## config.mk

```make
export PLATFORM = sky130hd
export DESIGN_NAME = drli_div_cell
export DESIGN_NICKNAME = d
export VERILOG_FILES = /design/src/rtl/drli_pkg.sv /design/src/rtl/drli_div_cell.sv
export SDC_FILE = /design/constraint.sdc
export NUM_CORES = 1
export LEC_CHECK = 0
export BUFFER_PORTS_ARGS = -buffer_cell sky130_fd_sc_hd__buf_2
export CAP_MARGIN = 20
export CELL_PAD_IN_SITES_DETAIL_PLACEMENT = 0
export CELL_PAD_IN_SITES_GLOBAL_PLACEMENT = 1
export CORE_AREA = 5 5 252 254
export CTS_BUF_LIST = sky130_fd_sc_hd__clkbuf_4
export DETAILED_ROUTE_END_ITERATION = 16
export DIE_AREA = 0 0 257 259
export GPL_TIMING_DRIVEN = 0
export PLACE_DENSITY = 0.75
export SLEW_MARGIN = 20
export SYNTH_ARGS = -nofsm -noshare
export SYNTH_HDL_FRONTEND = slang
export SYNTH_SLANG_ARGS = --single-unit
```

## constraint.sdc

```tcl
create_clock -name clk -period 3.65 [get_ports clk]
set_input_delay 0.365 -clock clk [delete_from_list [all_inputs] [get_ports clk]]
set_output_delay 0.365 -clock clk [all_outputs]
set_load 0.01 [all_outputs]
```

## src/rtl/drli_pkg.sv

```systemverilog
// Shared types, widths and helper functions for the loop impedance block.
// Used by drli_front, drli_div_cell and distance_relay_loop_impedance.
`default_nettype none

package drli_pkg;

  localparam int COMP_WIDTH = 32;
  localparam int FRAC_BITS  = 16;
  localparam int PHW        = 64;
  localparam int IM_LSB     = 32;
  localparam int VW         = COMP_WIDTH + 1;
  localparam int RW         = COMP_WIDTH + 2;
  localparam int KW         = COMP_WIDTH + RW;
  localparam int EW         = KW + 1;
  localparam int PW         = VW + COMP_WIDTH;
  localparam int NW         = PW + 1;
  localparam int DW         = 2 * COMP_WIDTH;

  localparam logic [2:0] LOOP_L1L2 = 3'd0;
  localparam logic [2:0] LOOP_L2L3 = 3'd1;
  localparam logic [2:0] LOOP_L3L1 = 3'd2;
  localparam logic [2:0] LOOP_L1E  = 3'd3;
  localparam logic [2:0] LOOP_L2E  = 3'd4;
  localparam logic [2:0] LOOP_L3E  = 3'd5;

  localparam logic [2:0] REG_EARTH_MODE  = 3'd0;
  localparam logic [2:0] REG_KL_REAL     = 3'd1;
  localparam logic [2:0] REG_KL_IMAG     = 3'd2;
  localparam logic [2:0] REG_KR_RATIO    = 3'd3;
  localparam logic [2:0] REG_KX_RATIO    = 3'd4;
  localparam logic [2:0] REG_MIN_CURRENT = 3'd5;

  typedef struct packed {
    logic [2:0]     loop_sel;
    logic [PHW-1:0] volt_one;
    logic [PHW-1:0] volt_two;
    logic [PHW-1:0] volt_three;
    logic [PHW-1:0] curr_one;
    logic [PHW-1:0] curr_two;
    logic [PHW-1:0] curr_three;
    logic           residual_given;
    logic [PHW-1:0] residual_in;
    logic [PHW-1:0] earth_in;
  } item_t;

  typedef struct packed {
    logic                         valid_res;
    logic signed [COMP_WIDTH-1:0] imp_real;
    logic signed [COMP_WIDTH-1:0] imp_imag;
    logic signed [COMP_WIDTH-1:0] meas_real;
    logic signed [COMP_WIDTH-1:0] meas_imag;
  } result_t;

  typedef struct packed {
    logic                         earth_mode;
    logic signed [COMP_WIDTH-1:0] kl_real;
    logic signed [COMP_WIDTH-1:0] kl_imag;
    logic signed [COMP_WIDTH-1:0] kr_ratio;
    logic signed [COMP_WIDTH-1:0] kx_ratio;
    logic [30:0]                  min_current;
  } cfg_t;

  // One word travelling down the divider chain: two quotient lanes share a divisor.
  typedef struct packed {
    logic                         ok;
    logic                         neg_re;
    logic                         neg_im;
    logic [DW-1:0]                den;
    logic [DW-1:0]                rem_re;
    logic [DW-1:0]                rem_im;
    logic [COMP_WIDTH-1:0]        bits_re;
    logic [COMP_WIDTH-1:0]        bits_im;
    logic signed [COMP_WIDTH-1:0] meas_re;
    logic signed [COMP_WIDTH-1:0] meas_im;
  } div_word_t;

  function automatic logic signed [COMP_WIDTH-1:0] ph_re(input logic [PHW-1:0] p);
    return p[COMP_WIDTH-1:0];
  endfunction

  function automatic logic signed [COMP_WIDTH-1:0] ph_im(input logic [PHW-1:0] p);
    return p[IM_LSB+COMP_WIDTH-1:IM_LSB];
  endfunction

  // True when the value lies in the signed component range.
  function automatic logic fits_comp(input logic [EW-1:0] v);
    return (&v[EW-1:COMP_WIDTH-1]) | ~(|v[EW-1:COMP_WIDTH-1]);
  endfunction

endpackage

`default_nettype wire

```

## src/rtl/drli_div_cell.sv

```systemverilog
// One restoring-division step for both quotient lanes of a chain word.
// Depends on drli_pkg; instantiated COMP_WIDTH times by the top level.
`default_nettype none

module drli_div_cell (
  input  wire logic               clk,
  input  wire logic               rst,
  input  wire logic               en,
  input  wire logic               word_in_valid,
  input  wire drli_pkg::div_word_t word_in,
  output logic                    word_out_valid,
  output drli_pkg::div_word_t     word_out
);
  import drli_pkg::*;

  logic [DW:0] trial_re, trial_im;
  logic        ge_re, ge_im;
  div_word_t   word_next;

  always_comb begin
    trial_re = {word_in.rem_re, word_in.bits_re[COMP_WIDTH-1]};
    trial_im = {word_in.rem_im, word_in.bits_im[COMP_WIDTH-1]};
    ge_re    = trial_re >= {1'b0, word_in.den};
    ge_im    = trial_im >= {1'b0, word_in.den};
    word_next = word_in;
    // Dividend bits leave at the top while quotient bits enter at the bottom.
    word_next.rem_re  = ge_re ? DW'(trial_re - {1'b0, word_in.den}) : trial_re[DW-1:0];
    word_next.rem_im  = ge_im ? DW'(trial_im - {1'b0, word_in.den}) : trial_im[DW-1:0];
    word_next.bits_re = {word_in.bits_re[COMP_WIDTH-2:0], ge_re};
    word_next.bits_im = {word_in.bits_im[COMP_WIDTH-2:0], ge_im};
  end

  always_ff @(posedge clk) begin
    if (rst) begin
      word_out_valid <= 1'b0;
    end else if (en) begin
      word_out_valid <= word_in_valid;
    end
    if (en) begin
      word_out <= word_next;
    end
  end

endmodule

`default_nettype wire

```

==> metrics.cfg, run 1 <==
[run_status]
status = complete, no violations

[min_path]
worst_hold_path_type = in -> reg

[global_routing]
overflow = 0
grt_pass1_wl_um = 123000
grt_pass1_vias = 18930
grt_max_degree = 98
grt_use_total_pct = 24.21
antenna_found_initial = 17

[power]
power.density_nw_per_um2 = 415.9
power_leakage_nw = 12.34
ir_drop_mv = 0.2464
power_mw = 11.57

[clock_network]
htree_levels = 3
cts_buffers = 93
clk_latency_ns = 0.83
clockRootBuffer = clkbuf_4
clock_sinks = 324
cts_tree = built
cts_buffer_depth = 3
clk_pin_slew_ns = 0.06

[routing]
wl_per_cell_um = 22.77
drtIter0Drc = 1359
postRouteAntennaNets = 0
routed_wl_um = 84490
drc = 0
via_count = 18640
drt_first_pass_iters = 5
vias_per_cell = 5.022

[final_layout]
final_area_um2 = 27820
fin_util_pct = 45.59
nNetsFinal = 3296
area_growth_pct = 48.45
final_cells = 3711
drive_gt1_share_pct = 30.59

[timing]
tightest_slew_ns = 0.8344
timing.slew.headroom_pct = 43.59
final.period_utilization_pct = 98.46
fin_setup_tns_ns = 0
final-hold-violation-count = 0
min_period_ns = 3.594
maxSlewViolCount = 0
finalSetupViolCount = 0
fmax_ghz = 0.2783
rsz0062_at_grt = no
fin_skew_ns = 0
setup_slack_ns = 0.05626
hold_slack_ns = 0.1193

[synthesis]
yosysTopAreaCell = edfxtp_1
postSynth.asyncResetShare_pct = 0
synth.distinct_cells = 72
ys_seq_area_share_pct = 51.86
synthesis.nets = 2221
yosys_warnings = 0
synth_seq_cells = 324
synthTopCellsByArea = edfxtp_1 52%, ha_1 8.5%, a21oi_1 6.3%, a21o_1 3.3%, nor2_1 3.2%
synth_flop_cell = edfxtp_1
synthCells = 1764
avgSynthCellArea_um2 = 10.62
synth-edff-count = 323
syn_area_um2 = 18740
synth_top_area_share_pct = 51.76

[floorplanning]
die-area_um2 = 66560
coreArea_um2 = 61030
ios = 651
num_rows = 91
initial_core_util_pct = 30.71
die_h_um = 259
die_w_um = 257

[critical_path]
endpoint_kind = register
slowest_delay_ns = 0.63
critPathSlowestCell = a21boi_1
arrival_ns = 4.13
crit_type = in -> reg
path_cells = buf_2, inv_1, ha_1, nor2b_1, o211ai_1, a21boi_0, o21ai_0, a21boi_2, a21boi_1, o31a_1, o211ai_1, a41oi_1, o21ai_0, o22a_1
crit_path_max_fanout = 6
cp_data_required_time_ns = 4.19
cp-start-kind = primary input

[placement]
dp_hpwl_um = 65680
numPlacedInstances = 3207
place_congestion = 0.9019
preCtsSetupSlack_ns = -2.395
place_area_um2 = 23090
port_buffers = 650

[flow_run]
max-cap-violations = 0

## cells in the final DEF, fill, tap and decap left out, types with 19 or more instances in the layout
cell and instances:
nand4_1 33, clkbuf_1 44, inv_1 88, nand3_1 22
edfxtp_1 323, a21o_1 83, clkinv_1 19, clkbuf_4 133
xnor2_1 59, buf_2 659, a21oi_1 230, nor2_1 158
ha_1 126, xor2_1 56, nand2_1 128, o21ai_0 100
dlygate4sd3_1 325
## cell usage after synthesis, drive strengths merged (13+ instances only)
master / count
edfxtp: 323
a21oi: 238
nor2: 160
ha: 128
nand2: 128
o21ai: 107
inv: 90
a21o: 83
xnor2: 59
xor2: 56
clkbuf: 54
nand4: 33
buf: 22
nand3: 22
a31oi: 21
o21bai: 18
and3: 17
nand2b: 16
nor3: 15
o21a: 15
a21boi: 13
## state kept, by name, summed over array words and instances, names as in the netlist
register / count
word_out: 323
word_out_valid: 1
## logic make-up (layout without fill, tap and decap cells)
family          Yosys count  in the layout  share of synthesized area [%]
fa+ha+maj               130            130                          8.760
buf+inv                 166           1315                          3.725
xor+xnor                115            115                          5.375
flops                   324            324                          51.86
other cells               0              8                              0
compound gates          563            563                          18.24
simple gates            453            453                          11.29
mux                      13             13                         0.7478
## final cells by class
type | count | area (µm²)
fillers | 5833 | 33210
flip-flops and latches | 324 | 9719
multi-input cells | 1274 | 8511
repair buffers | 986 | 6659
clock buffers | 132 | 991.0
well taps | 790 | 988.4
plain buffers | 70 | 375.4
inverters | 90 | 345.3
clock inverters | 37 | 211.5
diodes | 8 | 20.02
## metal layers
layer / part of all wire (%) / global-route usage, % / wire length (µm) / up-vias
met2: 49 / 42.20 / 41430 / 791
met1: 41 / 29.86 / 34690 / 8912
met3: 6.8 / 5.379 / 5769 / 142
li1: - / - / - / 8783
met4: 3.0 / 7.993 / 2533 / 10
met5: 0.078 / 0 / 66 / -
## critical path: cells and delay by family
| kind | cells | cell delay, ns |
|---|---|---|
| AOI/OAI and AO/OA | 10 | 3.00 |
| adders and majority gates | 1 | 0.31 |
| buffers and inverters | 2 | 0.28 |
| and+or+nand+nor | 1 | 0.16 |
## worst paths after layout
| path | slack, ns | from | to | cells past startpoint |
|---|---|---|---|---|
| hold / removal | 0.12 | word_in[256] | word_out[128]$_DFFE_PP_ | 3 |
| setup / recovery | 0.06 | word_in[257] | word_out[191]$_DFFE_PP_ | 14 |
| setup reg to reg | 2.53 | word_out_valid$_SDFFE_PP0P_ | word_out_valid$_SDFFE_PP0P_ | 3 |
| hold reg to reg | 1.02 | word_out_valid$_SDFFE_PP0P_ | word_out_valid$_SDFFE_PP0P_ | 3 |
## report_power, final
group / switching (mW) / internal [mW] / total, mW
registers: 0.114 / 4.61 / 4.72
clock network: 1.74 / 1.77 / 3.51
logic: 1.97 / 1.37 / 3.34
total: 3.83 / 7.74 / 11.6
## repair_timing
action | in CTS | in global routing
gates resized for setup | 23 | 35
pin swaps | 3 | 2
hold buffers | 323 | 2
hold endpoints to repair | 374 | 2
endpoints found under the setup margin | 127 | 121
buffers inserted | 5 | 3
Note: power is estimated with default switching activity, not from simulation.
==> run 2, diff against run 1 <==
--- a/config.mk
+++ b/config.mk
@@ -14,6 +14,7 @@
 export DETAILED_ROUTE_END_ITERATION = 16
 export DIE_AREA = 0 0 257 259
 export GPL_TIMING_DRIVEN = 0
+export MAX_ROUTING_LAYER = met4
 export PLACE_DENSITY = 0.75
 export SLEW_MARGIN = 20
 export SYNTH_ARGS = -nofsm -noshare
==> constraint.sdc (replaced) <==
create_clock -name clk -period 3.65 [get_ports clk]
set_input_delay 0.73 -clock clk [delete_from_list [all_inputs] [get_ports clk]]
set_output_delay 0.73 -clock clk [all_outputs]
set_load 0.01 [all_outputs]
==> run 2 against run 1 <==
Worst hold slack got worse by 0.0072 ns. Cell count shrank 4.6%. Utilization fell by 2.5 points. Critical endpoint is now word_out[199]$_DFFE_PP_. Largest power group unchanged. Highest routed layer is now met4.
==> metrics.cfg, run 2 (same netlist as run 1, synthesis figures left out) <==
[clock_network]
clock_sinks = 324  ; unchanged
htree_levels = 3  ; unchanged
clk_pin_slew_ns = 0.05  ; about the same
clockRootBuffer = clkbuf_4
cts_buffers = 92  ; -1.1%
cts_buffer_depth = 3  ; unchanged
cts_tree = built
clk_latency_ns = 0.82  ; about the same

[critical_path]
crit_type = in -> reg
critPathSlowestCell = or4_4
cp_data_required_time_ns = 4.18  ; about the same
endpoint_kind = register
crit_family = compound AO/OA/AOI/OAI gates
arrival_ns = 4.17  ; +0.04 ns
slowest_delay_ns = 0.58  ; -0.05 ns
path_cells = buf_2, inv_1, ha_2, nand2_1, or4_4, o21bai_1, o41ai_4, buf_4, o211ai_1, buf_4, a21oi_4, o21ai_4, o21a_4, clkinv_8, buf_16, mux2_2
crit_cells = 16  ; +2
crit_buf_inv = 6  ; +4
crit_top_cell = buf_4
rr_worst_depth = 2  ; -1
cp-start-kind = primary input
crit_path_max_fanout = 9  ; +3

[routing]
vias_per_cell = 5.043  ; +0.41%
postRouteAntennaNets = 0  ; unchanged
drc = 0  ; unchanged
drtIter0Drc = 1143  ; -16%
wl_per_cell_um = 23.50  ; +3.2%
via_count = 17860  ; -4.2%
routed_wl_um = 83250  ; -1.5%
drt_first_pass_iters = 5  ; unchanged

[timing]
min_period_ns = 3.636  ; +0.04241 ns
fmax_ghz = 0.2750  ; -1.2%
setup_slack_ns = 0.01385  ; -0.04241 ns
finalSetupViolCount = 0  ; unchanged
final-hold-violation-count = 0  ; unchanged
final.period_utilization_pct = 99.62  ; +1.2 points
timing.slew.headroom_pct = 57.95  ; +14 points
tightest_slew_ns = 0.6254  ; -0.2091 ns
fin_skew_ns = 0  ; unchanged
maxSlewViolCount = 0  ; unchanged

[placement]
numPlacedInstances = 3208  ; +0.031%
place_congestion = 0.9152  ; +1.5%
port_buffers = 650  ; unchanged
preCtsSetupSlack_ns = -1.976  ; +0.4194 ns
dp_hpwl_um = 66120  ; +0.67%

[floorplanning]
coreArea_um2 = 61030  ; unchanged
die-area_um2 = 66560  ; unchanged
num_rows = 91  ; unchanged
die_h_um = 259  ; unchanged
die_w_um = 257  ; unchanged
initial_core_util_pct = 30.71  ; unchanged
ios = 651  ; unchanged

[global_routing]
grt_pass1_vias = 17950  ; -5.1%
grt_max_degree = 104  ; +6.1%
grt_use_total_pct = 24.19  ; about the same
antenna_found_initial = 24  ; +7
grt_pass1_wl_um = 118500  ; -3.7%
overflow = 0  ; unchanged

[final_layout]
largest_register = word_out
largest_reg_flops = 323  ; unchanged
nNetsFinal = 3122  ; -5.3%
fin_util_pct = 43.05  ; -2.5 points
drive_gt1_share_pct = 33.93  ; +3.3 points
top_regs = word_out: 323 flops, word_out_valid: 1 flops
area_growth_pct = 40.20
final_cells = 3542  ; -4.6%
final_common_cell = buf_2
layout_common_cells = 657 x buf_2, 323 x edfxtp_1, 226 x a21oi_1
nFillCells = 6031  ; +3.4%

[min_path]
worst_hold_path_type = in -> reg
hold_depth = 1  ; -2

[power]
power.density_nw_per_um2 = 430.6  ; +3.5%
power_leakage_nw = 11.64  ; -5.7%
ir_drop_mv = 0.2138  ; -13%
power_mw = 11.31  ; -2.2%

[run_status]
status = complete, no violations

[flow_run]
max-cap-violations = 0  ; unchanged

[run 2: changes by cell type in the layout (fill, tap and decap cells not counted), moves of 4 or more]
cell           before  now
dlygate4sd3_1     325  137
diode_2             8   23
buf_4              13   23
clkinv_2           11    5
clkinv_1           19   14
a21oi_1           230  226
clkbuf_1           44   40
[run 2: what timing repair did]
item / CTS / global route
gates resized for setup: 38 / 52
gates cloned: 0 / 1
hold buffers: 137 / 0
endpoints found under the setup margin: 130 / 118
pin swaps: 6 / 10
endpoints found under the hold margin: 137 / 0
buffers inserted: 6 / 14
[run 2: worst register-to-register path: cells and delay by family (launching register included)]
family	cells	cell delay (ns)
and+or+nand+nor	1	0.05
DFF	1	0.30
muxes	1	0.13
[run 2: metrics by stage]
| step | instance area, µm² | setup TNS (ns) | hold WS [ns] |
|---|---|---|---|
| after floorplan | 18840 | 0 | 0.5279 |
| after global placement | 23080 | -1144.00 | 0.4714 |
| after detailed placement | 23190 | -212.33 | 0.4823 |
| after CTS | 25890 | 0 | 0.0003104 |
| after global routing | 26260 | -0.001551 | 0.03118 |
| final | 26270 | 0 | 0.1122 |
[run 2: path summary, 6_finish.rpt]
check / endpoint / slack, ns / from
setup reg to reg: word_out_valid$_SDFFE_PP0P_ / 3.07 / word_out_valid$_SDFFE_PP0P_
setup / recovery: word_out[199]$_DFFE_PP_ / 0.01 / word_in[269]
hold / removal: word_out[294]$_DFFE_PP_ / 0.11 / word_in[294]
hold reg to reg: word_out_valid$_SDFFE_PP0P_ / 0.49 / word_out_valid$_SDFFE_PP0P_
[run 2: routing by layer]
| metal | GRT usage, % | part of all wire (%) | vias up |
|---|---|---|---|
| met2 | 41.14 | 50 | 691 |
| met5 | - | 0 | - |
| li1 | - | - | 8452 |
| met3 | 5.466 | 6.8 | 125 |
| met1 | 28.61 | 41 | 8594 |
| met4 | 7.948 | 2.8 | 0 |
[run 2: layout make-up]
type / count / area, µm² / share of cell area [%]
antenna: 23 / 57.56 / 0.2191
buffer: 71 / 434.2 / 1.652
clock buffer: 133 / 998.5 / 3.800
clock inverter: 25 / 131.4 / 0.5000
inverter: 90 / 350.3 / 1.333
multi-input combinational: 1274 / 8685 / 33.05
sequential: 324 / 9719 / 36.99
tap: 790 / 988.4 / 3.762
timing repair buffer: 812 / 4910 / 18.69
[run 2: report_power, final]
part	switching, mW	total [mW]	internal (mW)
Sequential	0.116	4.73	4.61
Combinational	1.95	3.23	1.29
Clock	1.67	3.35	1.68
Total	3.73	11.3	7.58
==> run 3, diff against run 2 <==
--- a/config.mk
+++ b/config.mk
@@ -13,7 +13,6 @@
 export CTS_BUF_LIST = sky130_fd_sc_hd__clkbuf_4
 export DETAILED_ROUTE_END_ITERATION = 16
 export DIE_AREA = 0 0 257 259
-export GPL_TIMING_DRIVEN = 0
 export MAX_ROUTING_LAYER = met4
 export PLACE_DENSITY = 0.75
 export SLEW_MARGIN = 20
==> run 3 against run 2 <==
Global-route usage increased by 0.40 points. Clock-buffer cell count down 15. Routed wire length rose by 1.0%. Non-clock buffer count is 332 higher. Clock power shrank 1%. Combinational power up 15%. Sequential share of layout area down 3.1 points. Sequential power is essentially flat. Utilization increased by 3.9 points. Largest cell class unchanged. Highest routed layer unchanged.
==> metrics.cfg, run 3 (same netlist as run 1, synthesis figures left out) <==
[power]
internal-power_mw = 7.917  ; +4.4%
power.density_nw_per_um2 = 410.3  ; -4.7%
switching_share_pct = 32.69  ; -0.30 points
p_clk_share_pct = 28.1  ; -1.5 points
netSwitchingPower_mw = 3.845  ; +3.0%
power_leakage_nw = 13.38  ; +15%
combPwrFrac_pct = 31.5  ; +2.9 points
p_seq_share_pct = 40.4  ; -1.4 points
ir_drop_mv = 0.2174  ; +1.7%

[critical_path]
crit_type = in -> reg
endpoint_kind = register
cp_data_required_time_ns = 4.19  ; about the same
cp-start-kind = primary input
arrival_ns = 4.12  ; -0.05 ns
crit_path_max_fanout = 13  ; +4

[final_layout]
nFillCells = 5879  ; -2.5%
layout_common_cells = 649 x buf_2, 451 x buf_4, 323 x edfxtp_1
top_regs = word_out: 323 flops, word_out_valid: 1 flops
final_common_cell = buf_2
area_growth_pct = 52.96
drive_gt1_share_pct = 42.45  ; +8.5 points
fin_util_pct = 46.97  ; +3.9 points
final_cells = 3879  ; +9.5%
nNetsFinal = 3454  ; +11%
largest_register = word_out
largest_reg_flops = 323  ; unchanged

[placement]
place_congestion = 0.9148  ; about the same
dp_hpwl_um = 68930  ; +4.3%
port_buffers = 650  ; unchanged
preCtsSetupSlack_ns = -0.9897  ; +0.9859 ns
numPlacedInstances = 3586  ; +12%

[timing]
maxSlewViolCount = 0  ; unchanged
fmax_ghz = 0.2789  ; +1.4%
timing.slew.headroom_pct = 59.74  ; +1.8 points
tightest_slew_ns = 0.5993  ; -0.02603 ns
fin_setup_tns_ns = 0  ; unchanged
min_period_ns = 3.585  ; -0.05121 ns
fin_skew_ns = 0  ; unchanged
finalSetupViolCount = 0  ; unchanged
final.period_utilization_pct = 98.22  ; -1.4 points
setup_slack_ns = 0.06506  ; +0.05121 ns
final-hold-violation-count = 0  ; unchanged

[clock_network]
htree_levels = 3  ; unchanged
clk_latency_ns = 0.80  ; -0.02 ns
clockRootBuffer = clkbuf_4
cts_buffer_depth = 3  ; unchanged
cts_tree = built
clock_sinks = 324  ; unchanged
cts_buffers = 92  ; unchanged
clk_pin_slew_ns = 0.06  ; about the same

[floorplanning]
ios = 651  ; unchanged
die-area_um2 = 66560  ; unchanged
coreArea_um2 = 61030  ; unchanged
num_rows = 91  ; unchanged
die_w_um = 257  ; unchanged
die_h_um = 259  ; unchanged
initial_core_util_pct = 30.71  ; unchanged

[global_routing]
overflow = 0  ; unchanged
met3_usage_pct = 5.729  ; +0.26 points
grt_max_degree = 87  ; -16%
grt_pass1_vias = 19160  ; +6.7%
grt_use_total_pct = 24.60  ; +0.40 points
gr-usage-met2_pct = 41.53  ; +0.39 points
antenna_found_initial = 23  ; -4.2%
grt_pass1_wl_um = 121000  ; +2.1%
use_met1_pct = 28.65  ; +0.038 points
top_usage_layer = met2

[routing]
postRouteAntennaNets = 0  ; unchanged
drc = 0  ; unchanged
via_count = 18760  ; +5.0%
drt_first_pass_iters = 5  ; unchanged
drtIter0Drc = 1154  ; +0.96%
routed_wl_um = 84110  ; +1.0%
vias_per_cell = 4.837  ; -4.1%
wl_per_cell_um = 21.68  ; -7.7%

[min_path]
worst_hold_path_type = in -> reg

[flow_run]
max-cap-violations = 0  ; unchanged

[run_status]
status = complete, no violations

-- run 3: cell types whose count changed in the layout (fill, tap and decap cells not counted), sizes merged --
cell,before,now
clkinv,21,39
bufinv,0,1
diode,23,22
inv,93,94
buf,696,1114
clkbuf,183,119
clkinvlp,1,2
dlygate4sd3,137,100
-- run 3: worst paths after layout --
| check | depth (start not counted) | endpoint | slack [ns] | from |
|---|---|---|---|---|
| hold reg to reg | 2 | word_out_valid$_SDFFE_PP0P_ | 0.49 | word_out_valid$_SDFFE_PP0P_ |
| setup / recovery | 16 | word_out[209]$_DFFE_PP_ | 0.07 | word_in[277] |
| hold / removal | 1 | word_out[117]$_DFFE_PP_ | 0.10 | word_in[116] |
| setup reg to reg | 2 | word_out_valid$_SDFFE_PP0P_ | 3.07 | word_out_valid$_SDFFE_PP0P_ |
-- run 3: critical path, cell delays in order --
cell,delay (ns)
buf_2,0.09
inv_1,0.06
ha_1,0.36
nand4_1,0.29
or4_4,0.60
o21bai_1,0.22
o41ai_4,0.07
buf_4,0.20
o211ai_1,0.10
buf_4,0.17
a21oi_2,0.25
o21ai_1,0.13
o21a_2,0.22
clkinv_2,0.08
buf_12,0.16
mux2_2,0.36
-- run 3: power groups by stage --
stage	clock network (mW)	logic (mW)	registers, mW
6_report	3.31	3.70	4.75
5_1_grt	3.63	4.00	4.78
4_1_cts	3.44	3.67	4.75
3_5_place_dp	0	3.55	4.83
3_3_place_gp	0	3.53	4.83
2_1_floorplan	0	1.41	5.02
-- run 3: final cells by class --
cell class                 instances  area [µm²]  area share (%)
timing repair buffer            1215        7930           27.66
sequential                       324        9719           33.91
clock buffer                     118       885.9           3.090
clock inverter                    46       236.5          0.8249
multi-input combinational       1274        8509           29.68
inverter                          90       341.6           1.192
tap                              790       988.4           3.448
antenna                           22       55.05          0.1920
-- run 3: what timing repair did --
action | in CTS | in global routing
endpoints found under the setup margin | 9 | 112
hold buffers | 100 | 0
pin swaps | 0 | 8
cloned | 0 | 1
setup buffers | 0 | 6
resized for setup | 1 | 33
endpoints found under the hold margin | 100 | 0
-- run 3: per-layer routing --
| metal | up-vias | wire length [µm] |
|---|---|---|
| li1 | 9118 | - |
| met1 | 8830 | 34110 |
| met2 | 682 | 41540 |
| met3 | 133 | 5509 |
| met4 | 0 | 2952 |
| met5 | - | 0 |
-- run 3: metrics by stage --
step	power, mW	hold WS, ns	cell area [µm²]
2_1_floorplan	6.436	0.5279	18840
3_3_place_gp	8.356	0.4672	26270
3_5_place_dp	8.381	0.4883	26270
4_1_cts	11.86	0.002007	28400
5_1_grt	12.42	0.02845	28660
6_report	11.76	0.1029	28670
